### src/sv/cscan_pkg.sv
// C-SCAN disk scheduler: shared widths, codes, state and segment types.
// No dependencies; every other file but cscan_ram uses this package.
package cscan_pkg;

	localparam int CYL_W     = 16;	// cylinder field and request store width
	localparam int CYL_BITS  = 16;	// disk size cap is 2**CYL_BITS cylinders
	localparam int POS_W     = 17;	// head position and distance width
	localparam int SUM_W     = 18;	// accumulated movement
	localparam int DISK_W    = 17;	// disk_cylinders register
	localparam int ACT_W     = 2;
	localparam int CFG_IDX_W = 2;

	localparam logic [ACT_W-1:0] ACT_LOAD  = 2'd0;
	localparam logic [ACT_W-1:0] ACT_START = 2'd1;
	localparam logic [ACT_W-1:0] ACT_CLEAR = 2'd2;

	localparam logic [CFG_IDX_W-1:0] CFG_HEAD_START     = 2'd0;
	localparam logic [CFG_IDX_W-1:0] CFG_DISK_CYLINDERS = 2'd1;
	localparam logic [CFG_IDX_W-1:0] CFG_SWEEP_UP       = 2'd2;

	localparam logic [DISK_W-1:0] DISK_CYL_RESET = 17'h10000;
	localparam logic [SUM_W-1:0]  MOVE_MAX       = '1;

	typedef enum logic [3:0] {
		ST_IDLE,
		ST_CLMP_RD,
		ST_CLMP_WR,
		ST_SORT_BEGIN,
		ST_SORT_LOAD,
		ST_SORT_CMP,
		ST_SORT_PUT,
		ST_SRCH_BEGIN,
		ST_SRCH_CMP,
		ST_EM_NEXT,
		ST_EM_DIST,
		ST_EM_OUT
	} state_t;

	// service order: first request run, two disk ends, second request run
	typedef enum logic [1:0] {
		SEG_FIRST,
		SEG_END_A,
		SEG_END_B,
		SEG_SECOND
	} seg_t;

	typedef struct packed {
		logic             gt;	// a > b
		logic [POS_W-1:0] diff;	// |a - b|
	} dist_res_t;

endpackage

### src/sv/cscan_if.sv
// Handshake channels of the C-SCAN disk scheduler: command items in, stop items out.
// Depends on cscan_pkg for field widths.
interface cscan_cmd_if;
	logic                          valid;
	logic                          ready;
	logic [cscan_pkg::ACT_W-1:0]   action;
	logic [cscan_pkg::CYL_W-1:0]   cylinder;

	modport source (output valid, output action, output cylinder, input ready);
	modport sink   (input valid, input action, input cylinder, output ready);
endinterface

interface cscan_stop_if;
	logic                          valid;
	logic                          ready;
	logic [cscan_pkg::CYL_W-1:0]   served_cylinder;
	logic                          is_disk_end;
	logic [cscan_pkg::SUM_W-1:0]   total_movement;
	logic                          last_of_run;

	modport source (output valid, output served_cylinder, output is_disk_end,
		output total_movement, output last_of_run, input ready);
	modport sink   (input valid, input served_cylinder, input is_disk_end,
		input total_movement, input last_of_run, output ready);
endinterface

### src/sv/cscan_ram.sv
// Generic simple dual-port RAM: one write port, one read port, registered read.
// No dependencies.
module cscan_ram #(
	parameter int WIDTH = 16,
	parameter int DEPTH = 32
) (
	input  logic                                      clk,
	input  logic                                      we,
	input  logic [((DEPTH > 1) ? $clog2(DEPTH) : 1)-1:0] waddr,
	input  logic [WIDTH-1:0]                          wdata,
	input  logic [((DEPTH > 1) ? $clog2(DEPTH) : 1)-1:0] raddr,
	output logic [WIDTH-1:0]                          rdata
);

	logic [WIDTH-1:0] mem_q [DEPTH];

	always_ff @(posedge clk) begin
		if (we) begin
			mem_q[waddr] <= wdata;
		end
		rdata <= mem_q[raddr];
	end

endmodule

### src/sv/cscan_dist_unit.sv
// Shared compare / absolute-difference unit used by every phase of the sequencer.
// Depends on cscan_pkg.
module cscan_dist_unit (
	input  logic [cscan_pkg::POS_W-1:0] a,
	input  logic [cscan_pkg::POS_W-1:0] b,
	output cscan_pkg::dist_res_t        res
);
	import cscan_pkg::*;

	logic [POS_W-1:0] a_minus_b;
	logic [POS_W-1:0] b_minus_a;

	assign a_minus_b = a - b;
	assign b_minus_a = b - a;
	assign res.gt    = a > b;
	assign res.diff  = res.gt ? a_minus_b : b_minus_a;

endmodule

### src/sv/cscan_disk_scheduler.sv
// C-SCAN disk scheduler. Load and clear items are accepted whenever the block is idle.
// A start item keeps ready low through a clamp pass, an insertion sort (skipped when n < 2),
// a head search, and then the stops (n requests plus the two disk ends, n + 2 stops),
// each of which can be held while the output stalls.
// Reset clears control state and loads register defaults; store contents are
// undefined until written and are never read beyond the request count.
module cscan_disk_scheduler #(
	parameter int MAX_REQUESTS = 32
) (
	input  logic                              clk,
	input  logic                              arst_n,
	input  logic                              cfg_we,
	input  logic [cscan_pkg::CFG_IDX_W-1:0]   cfg_idx,
	input  logic [cscan_pkg::DISK_W-1:0]      cfg_data,
	cscan_cmd_if.sink                         cmd,
	cscan_stop_if.source                      stop
);
	import cscan_pkg::*;

	localparam int CNT_W = $clog2(MAX_REQUESTS + 1);
	localparam int AW    = (MAX_REQUESTS > 1) ? $clog2(MAX_REQUESTS) : 1;
	localparam int CAP_W = (CYL_BITS + 1 > DISK_W) ? CYL_BITS + 1 : DISK_W;
	localparam logic [CAP_W-1:0] CYL_CAP = CAP_W'(1) << CYL_BITS;
	localparam logic [CNT_W-1:0] CNT_MAX = CNT_W'(MAX_REQUESTS);

	state_t state_q, state_d;
	seg_t   seg_q;

	logic [CYL_W-1:0]  head_start_q;
	logic [DISK_W-1:0] disk_cyl_q;
	logic              sweep_up_q;

	logic [CNT_W-1:0] count_q, i_q, j_q, p_q, start_q;
	logic [CNT_W-1:0] i_inc, i_dec, j_dec2, p_dec, p_step, bound;
	logic [POS_W-1:0] head_q, last_q, last_now, cyl_q, end_cyl;
	logic [POS_W-1:0] dist_q;
	logic [SUM_W-1:0] sum_q, sum_sat;
	logic [SUM_W:0]   sum_wide;
	logic [CYL_W-1:0] v_q;

	logic [CAP_W-1:0] disk_ext, disk_nz, disk_cl;

	logic             out_valid_q, out_end_q, out_last_q;
	logic [CYL_W-1:0] out_cyl_q;
	logic [SUM_W-1:0] out_sum_q;

	logic             ram_we;
	logic [AW-1:0]    ram_waddr, ram_raddr;
	logic [CYL_W-1:0] ram_wdata, ram_rdata;

	logic [POS_W-1:0] ua, ub;
	dist_res_t        ures;

	logic cmd_fire, out_free, out_load, seg_is_end, run_done, em_last;

	function automatic logic [CNT_W-1:0] i_mux_up(input logic [CNT_W-1:0] x);
		i_mux_up = x + CNT_W'(1);
	endfunction

	cscan_ram #(
		.WIDTH (CYL_W),
		.DEPTH (MAX_REQUESTS)
	) u_store (
		.clk   (clk),
		.we    (ram_we),
		.waddr (ram_waddr),
		.wdata (ram_wdata),
		.raddr (ram_raddr),
		.rdata (ram_rdata)
	);

	cscan_dist_unit u_unit (
		.a   (ua),
		.b   (ub),
		.res (ures)
	);

	// last cylinder from the disk size register, with zero and cap handling
	assign disk_ext = CAP_W'(disk_cyl_q);
	assign disk_nz  = (disk_ext == '0) ? CAP_W'(1) : disk_ext;
	assign disk_cl  = (disk_nz > CYL_CAP) ? CYL_CAP : disk_nz;
	assign last_now = POS_W'(disk_cl - CAP_W'(1));

	assign cmd_fire  = cmd.valid && cmd.ready;
	assign cmd.ready = (state_q == ST_IDLE);
	assign out_free  = !out_valid_q || stop.ready;
	assign out_load  = (state_q == ST_EM_OUT) && out_free;

	assign i_inc  = i_q + CNT_W'(1);
	assign i_dec  = i_q - CNT_W'(1);
	assign j_dec2 = j_q - CNT_W'(2);
	assign p_dec  = p_q - CNT_W'(1);
	assign p_step = sweep_up_q ? i_mux_up(p_q) : p_dec;

	assign bound      = (seg_q == SEG_SECOND) ? start_q : (sweep_up_q ? count_q : '0);
	assign seg_is_end = (seg_q == SEG_END_A) || (seg_q == SEG_END_B);
	assign end_cyl    = ((seg_q == SEG_END_A) == sweep_up_q) ? last_q : '0;
	assign run_done   = (i_inc == count_q);

	// last stop: end B with an empty second run, or the final entry of the second run
	assign em_last = ((seg_q == SEG_END_B) && (start_q == (sweep_up_q ? '0 : count_q)))
		|| ((seg_q == SEG_SECOND) && (p_step == start_q));

	assign sum_wide = {1'b0, sum_q} + (SUM_W + 1)'(dist_q);
	assign sum_sat  = sum_wide[SUM_W] ? MOVE_MAX : sum_wide[SUM_W-1:0];

	// next state
	always_comb begin
		state_d = state_q;
		unique case (state_q)
			ST_IDLE: begin
				if (cmd_fire && (cmd.action == ACT_START)) begin
					state_d = (count_q == '0) ? ST_SORT_BEGIN : ST_CLMP_RD;
				end
			end
			ST_CLMP_RD: state_d = ST_CLMP_WR;
			ST_CLMP_WR: state_d = run_done ? ST_SORT_BEGIN : ST_CLMP_RD;
			ST_SORT_BEGIN: begin
				state_d = ((count_q == '0) || (count_q == CNT_W'(1))) ?
					ST_SRCH_BEGIN : ST_SORT_LOAD;
			end
			ST_SORT_LOAD: state_d = ST_SORT_CMP;
			ST_SORT_CMP: begin
				if (ures.gt) begin
					state_d = (j_q == CNT_W'(1)) ? ST_SORT_PUT : ST_SORT_CMP;
				end else begin
					state_d = run_done ? ST_SRCH_BEGIN : ST_SORT_LOAD;
				end
			end
			ST_SORT_PUT: state_d = run_done ? ST_SRCH_BEGIN : ST_SORT_LOAD;
			ST_SRCH_BEGIN: state_d = (count_q == '0) ? ST_EM_NEXT : ST_SRCH_CMP;
			ST_SRCH_CMP: begin
				if (ures.gt || run_done) begin
					state_d = ST_EM_NEXT;
				end
			end
			ST_EM_NEXT: begin
				if (!seg_is_end && (p_q == bound)) begin
					state_d = (seg_q == SEG_SECOND) ? ST_IDLE : ST_EM_NEXT;
				end else begin
					state_d = ST_EM_DIST;
				end
			end
			ST_EM_DIST: state_d = ST_EM_OUT;
			ST_EM_OUT: begin
				if (out_free) begin
					state_d = em_last ? ST_IDLE : ST_EM_NEXT;
				end
			end
			default: state_d = ST_IDLE;
		endcase
	end

	// RAM ports and shared unit operands
	always_comb begin
		ram_we    = 1'b0;
		ram_waddr = i_q[AW-1:0];
		ram_wdata = ram_rdata;
		ram_raddr = i_q[AW-1:0];
		ua        = POS_W'(ram_rdata);
		ub        = last_q;
		unique case (state_q)
			ST_IDLE: begin
				ua        = (cmd.action == ACT_LOAD) ? POS_W'(cmd.cylinder) : POS_W'(head_start_q);
				ub        = last_now;
				ram_we    = cmd_fire && (cmd.action == ACT_LOAD) && (count_q != CNT_MAX);
				ram_waddr = count_q[AW-1:0];
				ram_wdata = ures.gt ? last_now[CYL_W-1:0] : cmd.cylinder;
			end
			ST_CLMP_RD: ram_raddr = i_q[AW-1:0];
			ST_CLMP_WR: begin
				ram_we    = 1'b1;
				ram_wdata = ures.gt ? last_q[CYL_W-1:0] : ram_rdata;
			end
			ST_SORT_BEGIN: ram_raddr = AW'(1);
			ST_SORT_LOAD: ram_raddr = i_dec[AW-1:0];
			ST_SORT_CMP: begin
				ub        = POS_W'(v_q);
				ram_we    = 1'b1;
				ram_waddr = j_q[AW-1:0];
				if (ures.gt) begin
					ram_wdata = ram_rdata;
					ram_raddr = j_dec2[AW-1:0];
				end else begin
					ram_wdata = v_q;
					ram_raddr = i_inc[AW-1:0];
				end
			end
			ST_SORT_PUT: begin
				ram_we    = 1'b1;
				ram_waddr = j_q[AW-1:0];
				ram_wdata = v_q;
				ram_raddr = i_inc[AW-1:0];
			end
			ST_SRCH_BEGIN: ram_raddr = '0;
			ST_SRCH_CMP: begin
				ub        = head_q;
				ram_raddr = i_inc[AW-1:0];
			end
			ST_EM_NEXT: ram_raddr = sweep_up_q ? p_q[AW-1:0] : p_dec[AW-1:0];
			ST_EM_DIST: begin
				ua = seg_is_end ? end_cyl : POS_W'(ram_rdata);
				ub = head_q;
			end
			default: begin
			end
		endcase
	end

	always_ff @(posedge clk or negedge arst_n) begin
		if (!arst_n) begin
			state_q      <= ST_IDLE;
			seg_q        <= SEG_FIRST;
			head_start_q <= '0;
			disk_cyl_q   <= DISK_CYL_RESET;
			sweep_up_q   <= 1'b1;
			count_q      <= '0;
			i_q          <= '0;
			j_q          <= '0;
			p_q          <= '0;
			start_q      <= '0;
			head_q       <= '0;
			last_q       <= '0;
			sum_q        <= '0;
			out_valid_q  <= 1'b0;
		end else begin
			state_q <= state_d;

			if (cfg_we) begin
				unique case (cfg_idx)
					CFG_HEAD_START:     head_start_q <= cfg_data[CYL_W-1:0];
					CFG_DISK_CYLINDERS: disk_cyl_q   <= cfg_data;
					CFG_SWEEP_UP:       sweep_up_q   <= cfg_data[0];
					default: begin
					end
				endcase
			end

			if (out_load) begin
				out_valid_q <= 1'b1;
			end else if (stop.ready) begin
				out_valid_q <= 1'b0;
			end

			unique case (state_q)
				ST_IDLE: begin
					if (cmd_fire) begin
						unique case (cmd.action)
							ACT_LOAD: begin
								if (count_q != CNT_MAX) begin
									count_q <= count_q + CNT_W'(1);
								end
							end
							ACT_START: begin
								last_q <= last_now;
								head_q <= ures.gt ? last_now : POS_W'(head_start_q);
								sum_q  <= '0;
								i_q    <= '0;
							end
							ACT_CLEAR: count_q <= '0;
							default: begin
							end
						endcase
					end
				end
				ST_CLMP_WR:    i_q <= i_inc;
				ST_SORT_BEGIN: i_q <= CNT_W'(1);
				ST_SORT_LOAD:  j_q <= i_q;
				ST_SORT_CMP: begin
					if (ures.gt) begin
						j_q <= j_q - CNT_W'(1);
					end else begin
						i_q <= i_inc;
					end
				end
				ST_SORT_PUT: i_q <= i_inc;
				ST_SRCH_BEGIN: begin
					i_q     <= '0;
					start_q <= '0;
					p_q     <= '0;
					seg_q   <= SEG_FIRST;
				end
				ST_SRCH_CMP: begin
					if (ures.gt) begin
						start_q <= i_q;
						p_q     <= i_q;
					end else begin
						i_q <= i_inc;
						if (run_done) begin
							start_q <= count_q;
							p_q     <= count_q;
						end
					end
				end
				ST_EM_NEXT: begin
					if ((seg_q == SEG_FIRST) && (p_q == bound)) begin
						seg_q <= SEG_END_A;
					end
				end
				ST_EM_OUT: begin
					if (out_free) begin
						head_q <= cyl_q;
						sum_q  <= sum_sat;
						case (seg_q) inside
							SEG_FIRST, SEG_SECOND: p_q <= p_step;
							SEG_END_A: seg_q <= SEG_END_B;
							SEG_END_B: begin
								seg_q <= SEG_SECOND;
								p_q   <= sweep_up_q ? '0 : count_q;
							end
							default: begin
							end
						endcase
					end
				end
				default: begin
				end
			endcase
		end
	end

	// payload registers
	always_ff @(posedge clk) begin
		if (state_q == ST_SORT_LOAD) begin
			v_q <= ram_rdata;
		end
		if (state_q == ST_EM_DIST) begin
			cyl_q  <= ua;
			dist_q <= ures.diff;
		end
		if (out_load) begin
			out_cyl_q  <= cyl_q[CYL_W-1:0];
			out_end_q  <= seg_is_end;
			out_sum_q  <= sum_sat;
			out_last_q <= em_last;
		end
	end

	assign stop.valid           = out_valid_q;
	assign stop.served_cylinder = out_cyl_q;
	assign stop.is_disk_end     = out_end_q;
	assign stop.total_movement  = out_sum_q;
	assign stop.last_of_run     = out_last_q;

endmodule

### src/flat_wrapper.sv
// flat-port wrapper written by rule: the top's interface ports become plain ports
module cscan_disk_scheduler_flat import cscan_pkg::*;
#(
	parameter int MAX_REQUESTS = 32
)
  (clk, arst_n, cfg_we, cfg_idx, cfg_data, cmd_valid, cmd_action, cmd_cylinder, cmd_ready, stop_valid, stop_served_cylinder, stop_is_disk_end, stop_total_movement, stop_last_of_run, stop_ready);
  cscan_cmd_if cmd_i ();
  cscan_stop_if stop_i ();
  input  logic clk;
  input  logic arst_n;
  input  logic cfg_we;
  input  logic [cscan_pkg::CFG_IDX_W-1:0] cfg_idx;
  input  logic [cscan_pkg::DISK_W-1:0] cfg_data;
  input wire logic [$bits(cmd_i.valid)-1:0] cmd_valid;
  input wire logic [$bits(cmd_i.action)-1:0] cmd_action;
  input wire logic [$bits(cmd_i.cylinder)-1:0] cmd_cylinder;
  output wire logic [$bits(cmd_i.ready)-1:0] cmd_ready;
  output wire logic [$bits(stop_i.valid)-1:0] stop_valid;
  output wire logic [$bits(stop_i.served_cylinder)-1:0] stop_served_cylinder;
  output wire logic [$bits(stop_i.is_disk_end)-1:0] stop_is_disk_end;
  output wire logic [$bits(stop_i.total_movement)-1:0] stop_total_movement;
  output wire logic [$bits(stop_i.last_of_run)-1:0] stop_last_of_run;
  input wire logic [$bits(stop_i.ready)-1:0] stop_ready;
  assign cmd_i.valid = cmd_valid;
  assign cmd_i.action = cmd_action;
  assign cmd_i.cylinder = cmd_cylinder;
  assign cmd_ready = cmd_i.ready;
  assign stop_valid = stop_i.valid;
  assign stop_served_cylinder = stop_i.served_cylinder;
  assign stop_is_disk_end = stop_i.is_disk_end;
  assign stop_total_movement = stop_i.total_movement;
  assign stop_last_of_run = stop_i.last_of_run;
  assign stop_i.ready = stop_ready;
  cscan_disk_scheduler #(.MAX_REQUESTS(MAX_REQUESTS)) u_core (.clk(clk), .arst_n(arst_n), .cfg_we(cfg_we), .cfg_idx(cfg_idx), .cfg_data(cfg_data), .cmd(cmd_i), .stop(stop_i));
endmodule
### config.mk
export PLATFORM = sky130hd
export DESIGN_NAME = cscan_disk_scheduler_flat
export DESIGN_NICKNAME = d
export VERILOG_FILES = /design/src/sv/cscan_pkg.sv /design/src/sv/cscan_if.sv /design/src/sv/cscan_ram.sv /design/src/sv/cscan_dist_unit.sv /design/src/sv/cscan_disk_scheduler.sv /design/src/flat_wrapper.sv
export SDC_FILE = /design/constraint.sdc
export NUM_CORES = 1
export LEC_CHECK = 0
export CORE_UTILIZATION = 60
export DETAILED_ROUTE_END_ITERATION = 12
export DONT_BUFFER_PORTS = 1
export GPL_TIMING_DRIVEN = 0
export PLACE_DENSITY = 0.85
export SYNTH_ARGS = -nofsm -noshare
export SYNTH_HDL_FRONTEND = slang
export SYNTH_SLANG_ARGS = --single-unit
### constraint.sdc
create_clock -name clk -period 11.5 [get_ports clk]
set_input_delay 1.15 -clock clk [delete_from_list [all_inputs] [get_ports clk]]
set_output_delay 1.15 -clock clk [all_outputs]
set_load 0.02 [all_outputs]
==> Word-level counts from Yosys, hierarchy flattened <==
Memories as Yosys holds them, arrays and structs flattened. A register that Yosys moved wholly into a read port is not among the register bits.
Cells that the tools add are included.
{ "totals": {"mem_count": 1, "input_bits": 42, "regBits": 209, "elab_cells": 195, "rom_bits": 0, "output_inout_bits": 38, "latchBits": 0, "ram_bits": 512} }
{ "memory_table": {"columns": ["name", "words", "width", "read_ports", "rd_ports_with_merged_regs", "write_ports", "line", "rtl"], "rows": [
  ["u_core.u_store.mem_q", 32, 16, 1, 1, 1, "cscan_ram.sv:15", "logic [WIDTH-1:0] mem_q [DEPTH];"]
]} }
{ "op_classes": {"shifts": 0, "n_reduce_logical": 49, "muxes": 71, "bitwise_logic": 0, "div_mod_pow": 0, "magnitude_cmp": 2, "addsub": 11, "mul": 0, "n_eq_ne": 40} }
{ "ops": {"columns": ["cell", "n"], "rows": [
  ["17-bit two-way mux", 9],
  ["6-bit two-way mux", 15],
  ["18-bit two-way mux", 4],
  ["17-bit one-hot mux with 2 select lines", 2],
  ["16-bit two-way mux", 4],
  ["16-bit one-hot mux with 4 select lines", 1],
  ["17-bit one-hot mux with 3 select lines", 1],
  ["4-bit one-hot mux with 12 select lines", 1],
  ["18-bit one-hot mux with 2 select lines", 1],
  ["6-bit one-hot mux with 2 select lines", 3],
  ["17-bit subtractor", 2],
  ["5-bit one-hot mux with 6 select lines", 1],
  ["6-bit one-hot mux with 5 select lines", 1],
  ["4-bit two-way mux", 7],
  ["6-bit equality test", 4],
  ["2-bit two-way mux", 10],
  ["18-bit by 17-bit adder with 19-bit output", 1],
  ["6-bit by 1-bit adder with 6-bit output, second input constant", 3],
  ["6-bit one-hot mux with 3 select lines", 1],
  ["17-bit > comparator", 1],
  ["17-bit > comparator, second input constant", 1],
  ["17-bit logical NOT", 1],
  ["17-bit by 1-bit subtractor with 17-bit output, second input constant", 1],
  ["4-bit by 3-bit equality test with 1-bit output, second input constant", 4],
  ["35 further kinds", 94]
]} }

==> Depth between registers and ports, before layout <==
{ "logic_depth": {"depth_word": 11, "ltp_mapped": 30, "mapped_depth_nobuf": 25} }

==> Hierarchy <==
A second synthesis with hierarchy kept.
{ "unflattened": {"cells_unflattened": 2740, "area_unflattened_um2": 35143.7} }
{ "by_module_without_submodules": {"columns": ["mod", "cells_per_inst", "seq_area_each_um2", "area_per_inst_um2", "n_inst"], "rows": [
  ["cscan_ram", 1143, 15695.1, 20534.7, 1],
  ["cscan_disk_scheduler", 1356, 5662.9, 12858.6, 1],
  ["cscan_dist_unit", 241, 0.0, 1750.4, 1]
]} }

==> Worst setup path after synthesis <==
Ideal clock, no wire load.
{ "synth_timing": {"path_type": "reg-to-reg", "from": "register u_core.state_q[3]", "to": "memory u_core.u_store.mem_q[0][6], data pin", "path_buffers": 6, "stages_incl_launch_ff": 19, "period_less_slack_ps": 7635, "arrival_time_ps": 7020, "t_required_ps": 10885, "setup_time_ps": 615, "slack_ps": 3865, "path_cell_list": "dfrtp_1 -> clkbuf_1 -> nor2b_1 -> and3_1 -> and3_1 -> clkbuf_1 -> clkbuf_1 -> a221oi_1 -> ha_1 -> buf_2 -> and4_1 -> a221oi_1 -> o21ai_1 -> a211o_2 -> nand2_2 -> buf_2 -> buf_1 -> nor2_1 -> o311ai_0"} }
{ "synth_between": {"elab_chain_cells": 6, "word_cells_on_any_way": 14, "classes_between": "order compare: 1; eq/ne: 5; mux: 6; reduce/logical: 2"} }
{ "synth_lines": {"columns": ["item", "line", "rtl"], "rows": [
  ["start: declaration", "cscan_disk_scheduler.sv:26", "state_t state_q, state_d;"],
  ["start signal: assignment", "cscan_disk_scheduler.sv:227", "state_q <= state_d;"],
  ["4-bit equality test", "cscan_disk_scheduler.sv:162", "unique case (state_q)"],
  ["2-bit OR reduction (no source line)", null, null],
  ["17-bit one-hot mux with 3 select lines", "cscan_disk_scheduler.sv:162", null],
  ["17-bit > comparator", "cscan_dist_unit.sv:15", "assign res.gt = a > b;"],
  ["16-bit two-way mux, on equally long branches", "cscan_disk_scheduler.sv:181, cscan_disk_scheduler.sv:168, cscan_disk_scheduler.sv:173", null],
  ["16-bit one-hot mux with 4 select lines *", "cscan_disk_scheduler.sv:162", null],
  ["via u_core.ram_wdata[6]", "cscan_disk_scheduler.sv:49", "logic [CYL_W-1:0] ram_wdata, ram_rdata;"],
  ["end: declaration", "cscan_ram.sv:15", null]
]} }
The timed path passes the listed nets; every way through them passes the cells marked *.

==> Worst setup path after layout <==
{ "layout_timing": {"from": "register u_core.disk_cyl_q[3]", "to": "memory u_core.u_store.mem_q[23][0], data pin"} }
{ "layout_between": {"elab_chain_cells": 9, "word_cells_on_any_way": 11, "classes_between": "add/sub: 1; order compare: 2; mux: 7; reduce/logical: 1"} }
{ "layout_lines": {"columns": ["item", "line", "rtl"], "rows": [
  ["start: declaration", "cscan_disk_scheduler.sv:30", "logic [DISK_W-1:0] disk_cyl_q;"],
  ["start signal: assignment", "cscan_disk_scheduler.sv:232", "CFG_DISK_CYLINDERS: disk_cyl_q <= cfg_data;"],
  ["17-bit logical NOT", "cscan_disk_scheduler.sv:80", "assign disk_nz = (disk_ext == '0) ? CAP_W'(1) : disk_ext;"],
  ["17-bit two-way mux *", "cscan_disk_scheduler.sv:80", null],
  ["17-bit > comparator", "cscan_disk_scheduler.sv:81", "assign disk_cl = (disk_nz > CYL_CAP) ? CYL_CAP : disk_nz;"],
  ["17-bit two-way mux *", "cscan_disk_scheduler.sv:81", null],
  ["17-bit by 1-bit subtractor with 17-bit output *", "cscan_disk_scheduler.sv:82", "assign last_now = POS_W'(disk_cl - CAP_W'(1));"],
  ["via u_core.last_now[0]", "cscan_disk_scheduler.sv:35", "logic [POS_W-1:0] head_q, last_q, last_now, cyl_q, end_cyl;"],
  ["17-bit one-hot mux with 3 select lines", "cscan_disk_scheduler.sv:162", null],
  ["17-bit > comparator", "cscan_dist_unit.sv:15", null],
  ["16-bit two-way mux, on equally long branches", "cscan_disk_scheduler.sv:181, cscan_disk_scheduler.sv:168, cscan_disk_scheduler.sv:173", null],
  ["16-bit one-hot mux with 4 select lines *", "cscan_disk_scheduler.sv:162", null],
  ["via u_core.ram_wdata[0]", "cscan_disk_scheduler.sv:49", null]
]} }
Marked as above.

==> impl_metrics.py <==
metrics = {
    "setup_path": {
        "endpoint_kind": "flop",
        "rr_startpoint": "u_core.disk_cyl_q[3]",
        "cp_slowest_cell": "nand3_1",
        "start_kind": "flop",
        "crit_type": "flop to flop",
        "worstSetupStartpoint": "u_core.disk_cyl_q[3]",
        "worst_ep_arrival_time_ns": 9.60,
        "cpMostUsedCell": "a21oi_1",
        "critPathMaxFanout": 32,
        "path_buf_inv": 6,
        "path_cells": "clkbuf_1, or4_1, nor3_1, a21oi_1, nor2_1, inv_1, ha_1, o21a_1, nor4bb_1, nor3_1, inv_1, o21ai_0, ha_1, a21oi_1, a21oi_1, or2_2, nand2_1, nor2_1, clkbuf_1, clkbuf_1, buf_1, a21oi_1, o21ai_0, nand3_1",
        "crit_family": "simple AND/OR/NAND/NOR gates",
        "max_stage_delay_ns": 1.04,
        "critPathRequiredTime_ns": 11.46,
    },
    "floorplan": {
        "die_h_microns": 240,
        "die-area_sq_mm": 0.0576,
        "die_x_microns": 240,
        "ios": 80,
        "core_sq_mm": 0.0555,
        "initial_core_util": 0.612,
        "rows": 86,
    },
    "clock_network": {
        "cts_resized": 0,
        "clockBufferDepth": 3,
        "cts_tree": "built",
        "cts_buffers": 76,
        "path_clk_slew_ns": 0.06,
        "cts_max_level": 3,
        "cts_hold_buf": 0,
        "root_buffer": "clkbuf_16",
        "cts_setup_buffers": 0,
        "insertion_delay_ns": 0.66,
        "cts_num_sinks": 737,
    },
    "cells_and_area": {
        "fin_cells": 3847,
        "diodes": 0,
        "fillers": 3866,
        "stdcell_area_sq_mm": 0.0380,
        "drive_above_1_share": 0.108,
        "fin_nets": 3154,
        "final_common_cell": "edfxtp_1",
        "layout_common_cells": "edfxtp_1, nand2_1, a21oi_1, a32oi_1, nor2_1",
        "area_growth_pct": 11.7,
    },
    "route": {
        "drt_iter0_markers": 4110,
        "vias_per_cell": 6.88,
        "drc": 0,
        "first_pass_iters": 6,
        "ant_nets": 0,
        "vias": 26500,
        "post_drt_wl_per_cell_microns": 28.0,
        "wirelength_microns": 108000,
    },
    "sta": {
        "max_slew_margin": 0.0287,
        "worst_hold_slack_ns": 0.207,
        "fin_setup_tns_ns": 0,
        "fin_crit_ns": 9.64,
        "fin_skew_ns": 0.0405,
        "drv_slew": 0,
        "fmax_mhz": 104,
        "finalSetupViolations": 0,
        "final_hold_viol_count": 0,
        "rsz0062_at_grt": "no",
        "period_share": 0.838,
        "worst_pin_slew_ns": 1.45,
    },
    "placed_design": {
        "hpwlAfterDp_microns": 72900,
        "dp.cells": 3707,
        "gp_congestion": 0.983,
        "placed_cell_area_sq_mm": 0.0353,
        "port_buffers": 0,
    },
    "global_route": {
        "grt-ovfl-total": 0,
        "grt_pass1_wl_microns": 158000,
        "busiest_layer": "met2",
        "grt_max_degree": 124,
        "met2_usage": 0.599,
        "met3_usage": 0.0820,
        "antenna_found_initial": 1,
        "grt_pass1_vias": 25600,
        "grtUsageTotal": 0.375,
        "met1_usage": 0.467,
    },
    "synthesis": {
        "synthFlopType": "edfxtp_1",
        "syn_area_per_cell_sq_um": 11.6,
        "ys_seq_area_frac": 0.628,
        "synth_cell_types": 79,
        "synth_edf_count": 598,
        "synth_area_sq_mm": 0.0340,
        "async_reset_ff_frac": 0.167,
        "synth_nets": 3047,
        "synth_cells": 2933,
        "ys_ff_latch": 737,
        "ys_warn_count": 0,
    },
    "flow_run": {
        "maxCapViolations": 0,
    },
    "status": {
        "status": "finished, final reports clean",
    },
    "worst_hold_path": {
        "hold_class": "input port to asynchronous set/reset pin",
    },
}
-- metrics by stage --
stage | util | setup slack (ns)
after floorplan | - | 3.86
after global placement | 0.629 | -2.48
after detailed placement | 0.636 | 2.57
after CTS | 0.683 | 2.35
after global routing | 0.684 | 1.75
final | 0.684 | 1.86
-- cell type report --
type,count,area (sq um),area share
flip-flops and latches,737,21400,0.562
multi-input cells,1929,11600,0.306
clock buffers,97,2010,0.0530
well taps,748,936,0.0246
plain buffers,192,862,0.0227
clock inverters,40,556,0.0146
repair buffers,29,344,0.00906
inverters,75,282,0.00741
-- Yosys cell counts (7+ instances only) --
cell / number / area (sq um)
a32oi_1: 131 / 1150
edfxtp_1: 598 / 18000
a22o_1: 20 / 175
and2_1: 11 / 68.8
o21a_1: 19 / 143
nor2_1: 148 / 556
a31oi_1: 13 / 81.3
o22a_1: 8 / 70.1
nor3_1: 30 / 150
nor4_2: 11 / 138
or3_1: 16 / 100
mux2_2: 42 / 473
nand2_1: 591 / 2220
and3_1: 11 / 68.8
nand3_1: 22 / 110
xnor2_1: 49 / 429
a22oi_1: 17 / 128
a221o_1: 12 / 120
nor4_1: 12 / 75.1
o22ai_1: 73 / 457
o21ai_0: 108 / 541
clkbuf_1: 90 / 338
o31ai_1: 13 / 97.6
a211oi_1: 9 / 67.6
o211ai_1: 13 / 97.6
a21boi_0: 7 / 52.6
nor2b_1: 15 / 93.8
xor2_1: 25 / 219
buf_2: 73 / 365
buf_1: 16 / 60.1
nand2b_1: 19 / 119
inv_1: 75 / 282
a221oi_1: 31 / 272
buf_4: 8 / 60.1
dfxtp_1: 16 / 320
dfrtp_1: 121 / 3030
a21o_1: 23 / 173
ha_1: 69 / 863
nand4_1: 15 / 93.8
a21oi_1: 261 / 1310
-- metal layers --
metal | routed length, microns | up-vias
met1 | 37300 | 12700
met3 | 12500 | 459
li1 | - | 11200
met4 | 7620 | 2
met2 | 50200 | 2159
met5 | 29 | -
-- registers in the layout, summed over array words and instances (netlist names), 6 cells and up --
signal and count:
u_core.dist_q 17, u_core.cyl_q 17, u_core.j_q 6, u_core.u_store.mem_q 512
u_core.i_q 6, u_core.v_q 16, u_core.head_start_q 16, u_core.start_q 6
u_core.sum_q 18, u_core.head_q 17, u_core.disk_cyl_q 17, u_core.last_q 17
u_core.stop.total_movement 18, u_core.p_q 6, u_core.count_q 6, u_core.u_store.rdata 16
u_core.stop.served_cylinder 16
-- cell families after synthesis --
family / share of synthesized area
AOI/OAI and AO/OA: 0.158
buffers and inverters: 0.0336
muxes: 0.0157
adders and majority gates: 0.0272
and+or+nand+nor: 0.118
xor gates and xnor gates: 0.0191
DFF: 0.628
-- final timing paths --
kind / endpoint / slack, ns / cells after the start
max in group asynchronous: u_core.disk_cyl_q[16] / 10.96 / 0
setup reg to reg: u_core.u_store.mem_q[23][0] / 1.86 / 24
hold / removal: u_core.sum_q[4] / 0.21 / 0
min in group clk: u_core.v_q[8] / 0.49 / 0
hold reg to reg: u_core.v_q[8] / 0.49 / 0
setup / recovery: u_core.u_store.mem_q[23][0] / 1.86 / 24
Power is left out: the tool's default activity adds up to more than one toggle a clock period on the data nets, which glitch-free logic cannot reach.
